## src/kpd_pkg.sv

```systemverilog
`timescale 1ns / 1ps
`default_nettype none

package kpd_pkg;

    localparam int KEY_SLOTS      = 16;
    localparam int CODE_W         = 8;
    localparam int TICK_W         = 32;
    localparam int DEB_W          = 8;
    localparam int COUNT_W        = 3;
    localparam int KEYMAP_W       = 64;
    localparam int CFG_DATA_W     = 64;
    localparam int CFG_ADDR_W     = 6;
    localparam int CFG_IDX_W      = 3;

    localparam int DEF_MAX_ROWS    = 4;
    localparam int DEF_MAX_COLUMNS = 4;

    localparam logic [COUNT_W-1:0] RST_ROW_COUNT    = COUNT_W'(4);
    localparam logic [COUNT_W-1:0] RST_COLUMN_COUNT = COUNT_W'(4);
    localparam logic [DEB_W-1:0]   RST_DEBOUNCE     = DEB_W'(2);

    typedef enum logic {
        OP_SAMPLE = 1'b0,
        OP_READ   = 1'b1
    } kpd_op_t;

    typedef enum logic [CFG_IDX_W-1:0] {
        REG_ROW_COUNT    = 3'd0,
        REG_COLUMN_COUNT = 3'd1,
        REG_DEBOUNCE     = 3'd2,
        REG_KEYMAP_LOW   = 3'd3,
        REG_KEYMAP_HIGH  = 3'd4
    } kpd_reg_t;

    // per-lane control
    typedef struct packed {
        logic             sample;
        logic             clear;
        logic [DEB_W-1:0] debounce;
    } kpd_lane_ctrl_t;

    typedef struct packed {
        logic [CODE_W-1:0] code;
        logic              found;
    } kpd_result_t;

endpackage

`default_nettype wire

```

## src/kpd_lane.sv

```systemverilog
`timescale 1ns / 1ps
`default_nettype none

// One key: edge timer, debounced level and press flag.
module kpd_lane (
    input  wire logic                      aclk,
    input  wire logic                      aresetn,
    input  wire kpd_pkg::kpd_lane_ctrl_t   ctrl,
    input  wire logic                      level,
    input  wire logic [kpd_pkg::TICK_W-1:0] tick,
    output logic                           press
);

    logic                        prev_reg,   prev_next;
    logic                        stable_reg, stable_next;
    logic                        press_reg,  press_next;
    logic [kpd_pkg::TICK_W-1:0]  chg_reg,    chg_next;
    logic [kpd_pkg::TICK_W-1:0]  elapsed;

    always_comb begin
        prev_next   = prev_reg;
        stable_next = stable_reg;
        press_next  = press_reg;
        chg_next    = chg_reg;
        elapsed     = '0;
        if (ctrl.clear) begin
            press_next = 1'b0;
        end
        if (ctrl.sample) begin
            if (level != prev_reg) begin
                chg_next = tick;
            end
            elapsed = tick - chg_next;
            if (elapsed > kpd_pkg::TICK_W'(ctrl.debounce)) begin
                if (!stable_reg && level) begin
                    press_next = 1'b1;
                end
                stable_next = level;
            end
            prev_next = level;
        end
    end

    always_ff @(posedge aclk) begin
        if (!aresetn) begin
            prev_reg   <= 1'b0;
            stable_reg <= 1'b0;
            press_reg  <= 1'b0;
            chg_reg    <= '0;
        end else begin
            prev_reg   <= prev_next;
            stable_reg <= stable_next;
            press_reg  <= press_next;
            chg_reg    <= chg_next;
        end
    end

    assign press = press_reg;

endmodule

`default_nettype wire

```

## src/kpd_merge.sv

```systemverilog
`timescale 1ns / 1ps
`default_nettype none

// Highest-index latched key in use wins; its keymap byte is the code.
module kpd_merge #(
    parameter int LANES = kpd_pkg::KEY_SLOTS
) (
    input  wire logic [LANES-1:0]                          press,
    input  wire logic [LANES-1:0]                          in_use,
    input  wire logic [kpd_pkg::KEY_SLOTS*kpd_pkg::CODE_W-1:0] keymap,
    output kpd_pkg::kpd_result_t                           result
);

    always_comb begin
        result = '0;
        for (int k = 0; k < LANES; k++) begin
            if (press[k] && in_use[k]) begin
                result.code  = keymap[k*kpd_pkg::CODE_W +: kpd_pkg::CODE_W];
                result.found = 1'b1;
            end
        end
    end

endmodule

`default_nettype wire

```

## src/matrix_keypad_debouncer_unit.sv

```systemverilog
// A read word's result is registered on m_tdata/m_tuser in the cycle after acceptance
// when the output register is free; otherwise it waits in the skid until that drains.
// Throughput: one word per cycle, sample or read, if the skid is free; all keys are
// debounced in parallel lanes and the read merge is a single priority select, so
// nothing iterates. A two-deep output (register plus skid) keeps s_tready high while
// one result waits. Reset (aresetn low, synchronous): key state, flags and output
`timescale 1ns / 1ps
`default_nettype none

// queue cleared; registers go to rows 4, columns 4, debounce 2, keymaps zero.
module matrix_keypad_debouncer_unit #(
    parameter int MAX_ROWS    = kpd_pkg::DEF_MAX_ROWS,
    parameter int MAX_COLUMNS = kpd_pkg::DEF_MAX_COLUMNS
) (
    input  wire logic                              aclk,
    input  wire logic                              aresetn,

    // sample / read words
    input  wire logic                              s_tvalid,
    output logic                                   s_tready,
    input  wire logic [47:0]                       s_tdata,  // [15:0] key_levels, [47:16] tick_now
    input  wire logic [0:0]                        s_tuser,  // [0] op

    // results
    output logic                                   m_tvalid,
    input  wire logic                              m_tready,
    output logic [7:0]                             m_tdata,  // [7:0] key_code
    output logic [0:0]                             m_tuser,  // [0] key_found

    // register port
    input  wire logic                              psel,
    input  wire logic                              penable,
    input  wire logic                              pwrite,
    input  wire logic [kpd_pkg::CFG_ADDR_W-1:0]    paddr,
    input  wire logic [kpd_pkg::CFG_DATA_W-1:0]    pwdata,
    output logic [kpd_pkg::CFG_DATA_W-1:0]         prdata,
    output logic                                   pready
);

    // Lanes beyond the matrix size could never be in use.
    localparam int LANES = (MAX_ROWS * MAX_COLUMNS > kpd_pkg::KEY_SLOTS) ?
                           kpd_pkg::KEY_SLOTS : MAX_ROWS * MAX_COLUMNS;

    // ------------------------------------------------------------------
    // Registers
    // ------------------------------------------------------------------
    logic [kpd_pkg::COUNT_W-1:0]  rows_reg;
    logic [kpd_pkg::COUNT_W-1:0]  cols_reg;
    logic [kpd_pkg::DEB_W-1:0]    deb_reg;
    logic [kpd_pkg::KEYMAP_W-1:0] map_lo_reg;
    logic [kpd_pkg::KEYMAP_W-1:0] map_hi_reg;

    logic                         cfg_wr;
    kpd_pkg::kpd_reg_t            cfg_idx;

    assign pready  = 1'b1;
    assign cfg_wr  = psel && penable && pwrite && pready;
    assign cfg_idx = kpd_pkg::kpd_reg_t'(paddr[kpd_pkg::CFG_ADDR_W-1 -: kpd_pkg::CFG_IDX_W]);

    always_ff @(posedge aclk) begin
        if (!aresetn) begin
            rows_reg   <= kpd_pkg::RST_ROW_COUNT;
            cols_reg   <= kpd_pkg::RST_COLUMN_COUNT;
            deb_reg    <= kpd_pkg::RST_DEBOUNCE;
            map_lo_reg <= '0;
            map_hi_reg <= '0;
        end else if (cfg_wr) begin
            case (cfg_idx)
                kpd_pkg::REG_ROW_COUNT:    rows_reg   <= pwdata[kpd_pkg::COUNT_W-1:0];
                kpd_pkg::REG_COLUMN_COUNT: cols_reg   <= pwdata[kpd_pkg::COUNT_W-1:0];
                kpd_pkg::REG_DEBOUNCE:     deb_reg    <= pwdata[kpd_pkg::DEB_W-1:0];
                kpd_pkg::REG_KEYMAP_LOW:   map_lo_reg <= pwdata[kpd_pkg::KEYMAP_W-1:0];
                kpd_pkg::REG_KEYMAP_HIGH:  map_hi_reg <= pwdata[kpd_pkg::KEYMAP_W-1:0];
                default: ;  // unmapped: dropped
            endcase
        end
    end

    always_comb begin
        case (cfg_idx)
            kpd_pkg::REG_ROW_COUNT:    prdata = kpd_pkg::CFG_DATA_W'(rows_reg);
            kpd_pkg::REG_COLUMN_COUNT: prdata = kpd_pkg::CFG_DATA_W'(cols_reg);
            kpd_pkg::REG_DEBOUNCE:     prdata = kpd_pkg::CFG_DATA_W'(deb_reg);
            kpd_pkg::REG_KEYMAP_LOW:   prdata = kpd_pkg::CFG_DATA_W'(map_lo_reg);
            kpd_pkg::REG_KEYMAP_HIGH:  prdata = kpd_pkg::CFG_DATA_W'(map_hi_reg);
            default:                   prdata = '0;
        endcase
    end

    // ------------------------------------------------------------------
    // Keys in use: min(rows, MAX_ROWS) * min(cols, MAX_COLUMNS), capped at 16
    // ------------------------------------------------------------------
    logic [kpd_pkg::COUNT_W-1:0] rows_eff;
    logic [kpd_pkg::COUNT_W-1:0] cols_eff;
    logic [2*kpd_pkg::COUNT_W-1:0] key_prod;
    logic [4:0]                  key_cnt;
    logic [LANES-1:0]            in_use;

    assign rows_eff = (int'(rows_reg) > MAX_ROWS) ? kpd_pkg::COUNT_W'(MAX_ROWS) : rows_reg;
    assign cols_eff = (int'(cols_reg) > MAX_COLUMNS) ?
                      kpd_pkg::COUNT_W'(MAX_COLUMNS) : cols_reg;
    assign key_prod = (2*kpd_pkg::COUNT_W)'(rows_eff) * (2*kpd_pkg::COUNT_W)'(cols_eff);
    assign key_cnt  = (int'(key_prod) > kpd_pkg::KEY_SLOTS) ?
                      5'(kpd_pkg::KEY_SLOTS) : key_prod[4:0];

    // ------------------------------------------------------------------
    // Input word decode
    // ------------------------------------------------------------------
    logic                        s_fire;
    logic                        samp_fire;
    logic                        read_fire;
    logic [kpd_pkg::KEY_SLOTS-1:0] levels;
    logic [kpd_pkg::TICK_W-1:0]  tick_now;

    assign s_fire    = s_tvalid && s_tready;
    assign samp_fire = s_fire && (kpd_pkg::kpd_op_t'(s_tuser[0]) == kpd_pkg::OP_SAMPLE);
    assign read_fire = s_fire && (kpd_pkg::kpd_op_t'(s_tuser[0]) == kpd_pkg::OP_READ);
    assign levels    = s_tdata[kpd_pkg::KEY_SLOTS-1:0];
    assign tick_now  = s_tdata[kpd_pkg::KEY_SLOTS +: kpd_pkg::TICK_W];

    // ------------------------------------------------------------------
    // Key lanes
    // ------------------------------------------------------------------
    logic [LANES-1:0] press_vec;

    for (genvar k = 0; k < LANES; k++) begin : g_lane
        kpd_pkg::kpd_lane_ctrl_t lane_ctrl;

        assign in_use[k]          = 5'(k) < key_cnt;
        assign lane_ctrl.sample   = samp_fire && in_use[k];
        assign lane_ctrl.clear    = read_fire;   // read clears every flag
        assign lane_ctrl.debounce = deb_reg;

        kpd_lane u_lane (
            .aclk    (aclk),
            .aresetn (aresetn),
            .ctrl    (lane_ctrl),
            .level   (levels[k]),
            .tick    (tick_now),
            .press   (press_vec[k])
        );
    end

    // ------------------------------------------------------------------
    // Merge of latched flags into one result
    // ------------------------------------------------------------------
    kpd_pkg::kpd_result_t rd_result;

    kpd_merge #(
        .LANES (LANES)
    ) u_merge (
        .press  (press_vec),
        .in_use (in_use),
        .keymap ({map_hi_reg, map_lo_reg}),
        .result (rd_result)
    );

    // ------------------------------------------------------------------
    // Output register plus skid: input stalls only when both are full
    // ------------------------------------------------------------------
    logic                 out_vld_reg;
    logic                 skid_vld_reg;
    kpd_pkg::kpd_result_t out_reg;
    kpd_pkg::kpd_result_t skid_reg;
    logic                 m_fire;

    assign s_tready = !skid_vld_reg;
    assign m_fire   = out_vld_reg && m_tready;

    always_ff @(posedge aclk) begin
        if (!aresetn) begin
            out_vld_reg  <= 1'b0;
            skid_vld_reg <= 1'b0;
        end else if (skid_vld_reg) begin
            if (m_fire) begin
                skid_vld_reg <= 1'b0;
            end
        end else if (read_fire) begin
            if (out_vld_reg && !m_tready) begin
                skid_vld_reg <= 1'b1;
            end else begin
                out_vld_reg <= 1'b1;
            end
        end else if (m_fire) begin
            out_vld_reg <= 1'b0;
        end
    end

    always_ff @(posedge aclk) begin
        if (skid_vld_reg) begin
            if (m_fire) begin
                out_reg <= skid_reg;
            end
        end else if (read_fire) begin
            if (out_vld_reg && !m_tready) begin
                skid_reg <= rd_result;
            end else begin
                out_reg <= rd_result;
            end
        end
    end

    assign m_tvalid   = out_vld_reg;
    assign m_tdata    = out_reg.code;
    assign m_tuser[0] = out_reg.found;

    // ------------------------------------------------------------------
    // Assertions
    // ------------------------------------------------------------------
    a_skid_behind_out : assert property (@(posedge aclk) disable iff (!aresetn)
        skid_vld_reg |-> out_vld_reg)
        else $error("skid holds a word while output is empty");

    a_read_gives_word : assert property (@(posedge aclk) disable iff (!aresetn)
        read_fire |=> m_tvalid)
        else $error("read word produced no result");

    a_read_clears : assert property (@(posedge aclk) disable iff (!aresetn)
        read_fire |=> (press_vec == '0))
        else $error("press flags survive a read");

    a_stall_only_full : assert property (@(posedge aclk) disable iff (!aresetn)
        !s_tready |-> (m_tvalid && !$past(m_fire && !read_fire && !skid_vld_reg)))
        else $error("input stalled with output free");

endmodule

`default_nettype wire

```

## config.mk

```make
export PLATFORM = sky130hd
export DESIGN_NAME = matrix_keypad_debouncer_unit
export DESIGN_NICKNAME = d
export VERILOG_FILES = /design/src/kpd_pkg.sv /design/src/kpd_lane.sv /design/src/kpd_merge.sv /design/src/matrix_keypad_debouncer_unit.sv
export SDC_FILE = /design/constraint.sdc
export NUM_CORES = 2
export LEC_CHECK = 0
export BUFFER_PORTS_ARGS = -buffer_cell sky130_fd_sc_hd__buf_2
export CAP_MARGIN = 15
export CORE_ASPECT_RATIO = 2
export CORE_MARGIN = 1.5
export CORE_UTILIZATION = 55
export DETAILED_ROUTE_END_ITERATION = 6
export HOLD_SLACK_MARGIN = 0.08
export PLACE_DENSITY = 0.72
export RECOVER_POWER = 50
export SYNTH_ARGS = -nofsm -noshare
export SYNTH_HDL_FRONTEND = slang
export SYNTH_SLANG_ARGS = --single-unit
```

## constraint.sdc

```tcl
create_clock -name aclk -period 7.9 [get_ports aclk]
set_input_delay 1.58 -clock aclk [delete_from_list [all_inputs] [get_ports aclk]]
set_output_delay 1.58 -clock aclk [all_outputs]
set_load 0.05 [all_outputs]
```

==> summary.txt <==
status - finished with violations
crit start category - primary input
RSZ-0062 raised after global routing - no
initial core utilization - 55.3%
Async SR Flop Fraction - 0%
Area growth, synth to finish - 8.63%
clock root cell - clkbuf_16
Post-synth EDFFs - 18
f_max - 155 MHz
routability cong. - 1.01
worst path cell trace - buf_2, xor2_4, mux2i_1, ha_1, nor2b_1, o31a_1, o41ai_1, nor2_1, nor2_1, xnor2_1, ha_1, nand4_1, a21oi_1, a2111oi_0, o211ai_1, a2111oi_0, nand4_1, nor4_1, nand4_1, o21ai_1, mux2i_1
mapped cell area - 64200 um^2
Final min period - 6.45 ns
synthesis-stage register bit count - 722
vias in the first global route - 60.8k
Gate power share - 42.7%
final setup fails - 0
core area - 116000 um^2
Setup WS post-layout - 1.45 ns
Total GRT Usage - 37.0%
area of the multi-input gates - 47500 um^2
Net Switching - 5.29 mW
period utilization - 81.6%
drt initial violations - 4012
Worst VDD drop - 0.202 mV
Fin. Hold Viols - 0
slew margin rel. - -170%
kind of critical path - in -> reg
CP dominant cell by count - nand4_1
Crit-path slowest cell - a2111oi_0
DR DRC count - 19
CP arrival - 7.06 ns
Sw Ratio - 38.5%
Post-Synth XOR/XNOR Area - 3.19%
CTS buffer count - 75
Unique masters post-synth - 99
Slowest Stage Delay on Critical Path - 0.62 ns
max-slew violation count - 791
Cells after Synth - 7931
CTS Sinks - 722
pre-CTS setup slack - 0.966 ns
simple-gate portion of the synthesized area - 18.1%
share of power burned in registers - 29.1%
layout cells sized above 1 - 6.82%
TNS Setup - 0 ns
die height - 486 um
via-per-instance ratio - 6.60
Post-Synth Adder-Cell Area - 12.8%
Max-Cap Viols - 14
Die ar. - 119000 um^2
Synth Area in Compound Gates - 29.4%
setup repair bufs after CTS - 0
Int Power - 8.45 mW
most common cell after layout, fill and taps aside - nand2_1
wirelength, routed - 227000 um
top_reg_cell synth - dfxtp_1
First-pass DRT Iterations - 7
Post-CTS Resized - 0
Syn Nets - 8704
Antenna Nets Post-Route - 0
Detailed Place HPWL - 166000 um
first-pass GRT wire length - 342000 um
Synth warnings - 0
# rows - 177
mux share of post-synthesis cell area - 9.89%
PortBufs - 197
H-tree levels - 3
clock-pin transition on the worst setup and hold timing paths - 0.07 ns
actual slew at the worst max-slew pin - 4.06 ns
maximum clock path buffer count - 3
# nets final - 8710
Hold/Removal Path Class - reg -> reg
max reg flops - 512
pin count of the biggest net entering global routing - 210
sequential fraction of the synthesis area - 22.8%
IO Pins - 202
CTS tree - built
maximum fanout along the worst path - 5
Vias - 62.9k
CP Capture Type - register
CTS Hold Buffers Added - 0
initial antenna violation count - 23
failing checks - DRC, capacitance limit, slew limit
CP required - 8.51 ns
LEAKAGE - 33.4 nW
chip width - 245 um
per-cell routed wire length - 23.8 um
Power Density - 197 nW/um^2
largest family of logic cells by synthesized area - compound AO/OA/AOI/OAI gates
GR Overflow Total - 0
Mean Syn Cell Area - 8.09 um^2
Fillers - 10.6k
FF/Latch Area - 14600 um^2
Skew-Pair Late Insertion Delay - 0.69 ns
Worst Skew - 0.0283 ns
clock power share - 28.3%
most frequent cells in the layout - 1139 x nand2_1, 704 x dfxtp_1, 629 x ha_1
==> through the flow <==
| stage | utilization (%) | hold WS, ns | total power, mW | std cells | area [um^2] |
|---|---|---|---|---|---|
| after floorplan | - | 0.412 | 8.32 | 7931 | 64200 |
| final | 60.1 | 0.434 | 13.7 | 9525 | 69700 |
| after detailed placement | 57.9 | 0.428 | 9.79 | 9379 | 67200 |
| after global routing | 60.1 | 0.458 | 14.5 | 9520 | 69700 |
| after CTS | 60.1 | 0.437 | 13.7 | 9511 | 69800 |
| after global placement | 57.9 | 0.425 | 9.65 | 9379 | 67200 |
==> power groups by stage <==
stage          registers (mW)  logic, mW  clock network [mW]
3_5_place_dp             4.07       5.71                   0
2_1_floorplan            4.05       4.27                   0
4_1_cts                  3.99       5.75                3.95
5_1_grt                  4.01       6.41                4.07
3_3_place_gp             4.06       5.60                   0
6_report                 3.99       5.86                3.89
==> synthesized netlist by cell type, types with 142 or more instances <==
library cell	instances	share of area (%)
nand2_1	1139	6.7
dfxtp_1	704	22
ha_1	629	12
mux2i_1	588	9.2
o211a_1	486	7.6
a21oi_1	478	3.7
nor2_1	413	2.4
clkbuf_1	388	2.3
o21ai_0	271	2.1
inv_1	215	1.3
a21o_1	174	2.0
a21boi_0	165	1.9
nand3_1	158	1.2
xnor2_1	142	1.9
==> metal layers <==
| metal | GRT usage, % | share of wire (%) |
|---|---|---|
| met3 | 7.25 | 6.5 |
| met1 | 35.7 | 34 |
| met4 | 34.9 | 11 |
| met5 | 0 | 0.052 |
| met2 | 65.5 | 48 |
==> path summary, 6_finish.rpt <==
check / from / end / slack [ns] / depth (start not counted)
worst max-delay path: s_tdata[12] / g_lane[12].u_lane.stable_reg / 1.45 / 21
worst max register to register: cols_reg[2] / g_lane[2].u_lane.stable_reg / 1.45 / 16
worst min register to register: g_lane[7].u_lane.stable_reg / g_lane[7].u_lane.press / 0.43 / 1
worst min-delay path: g_lane[7].u_lane.stable_reg / g_lane[7].u_lane.press / 0.43 / 1
==> logic make-up (layout without fill, tap and decap cells) <==
| family | Yosys count | in the layout |
|---|---|---|
| AOI/OAI and AO/OA | 2567 | 2567 |
| muxes | 629 | 629 |
| DFF | 722 | 722 |
| other | 1 | 13 |
| and+or+nand+nor | 2493 | 2493 |
| adders and majority gates | 647 | 647 |
| buffers and inverters | 638 | 699 |
| xor gates and xnor gates | 234 | 234 |
==> critical path, delay by kind of cell <==
| kind | cells | cell delay [ns] |
|---|---|---|
| compound gates | 7 | 2.46 |
| xor+xnor | 2 | 0.41 |
| fa+ha+maj | 2 | 0.58 |
| buf+inv | 1 | 0.15 |
| mux | 2 | 0.62 |
| simple gates | 7 | 1.26 |
==> cell type report <==
class	instances	area share (%)
Clock inverter	33	0.617
Tap cell	1521	2.73
Timing Repair Buffer	346	3.11
Multi-Input combinational cell	6571	68.2
Clock buffer	99	3.11
Inverter	221	1.19
Antenna cell	12	0.0431
Sequential cell	722	21.0
Note: power is estimated with default switching activity, not from simulation.
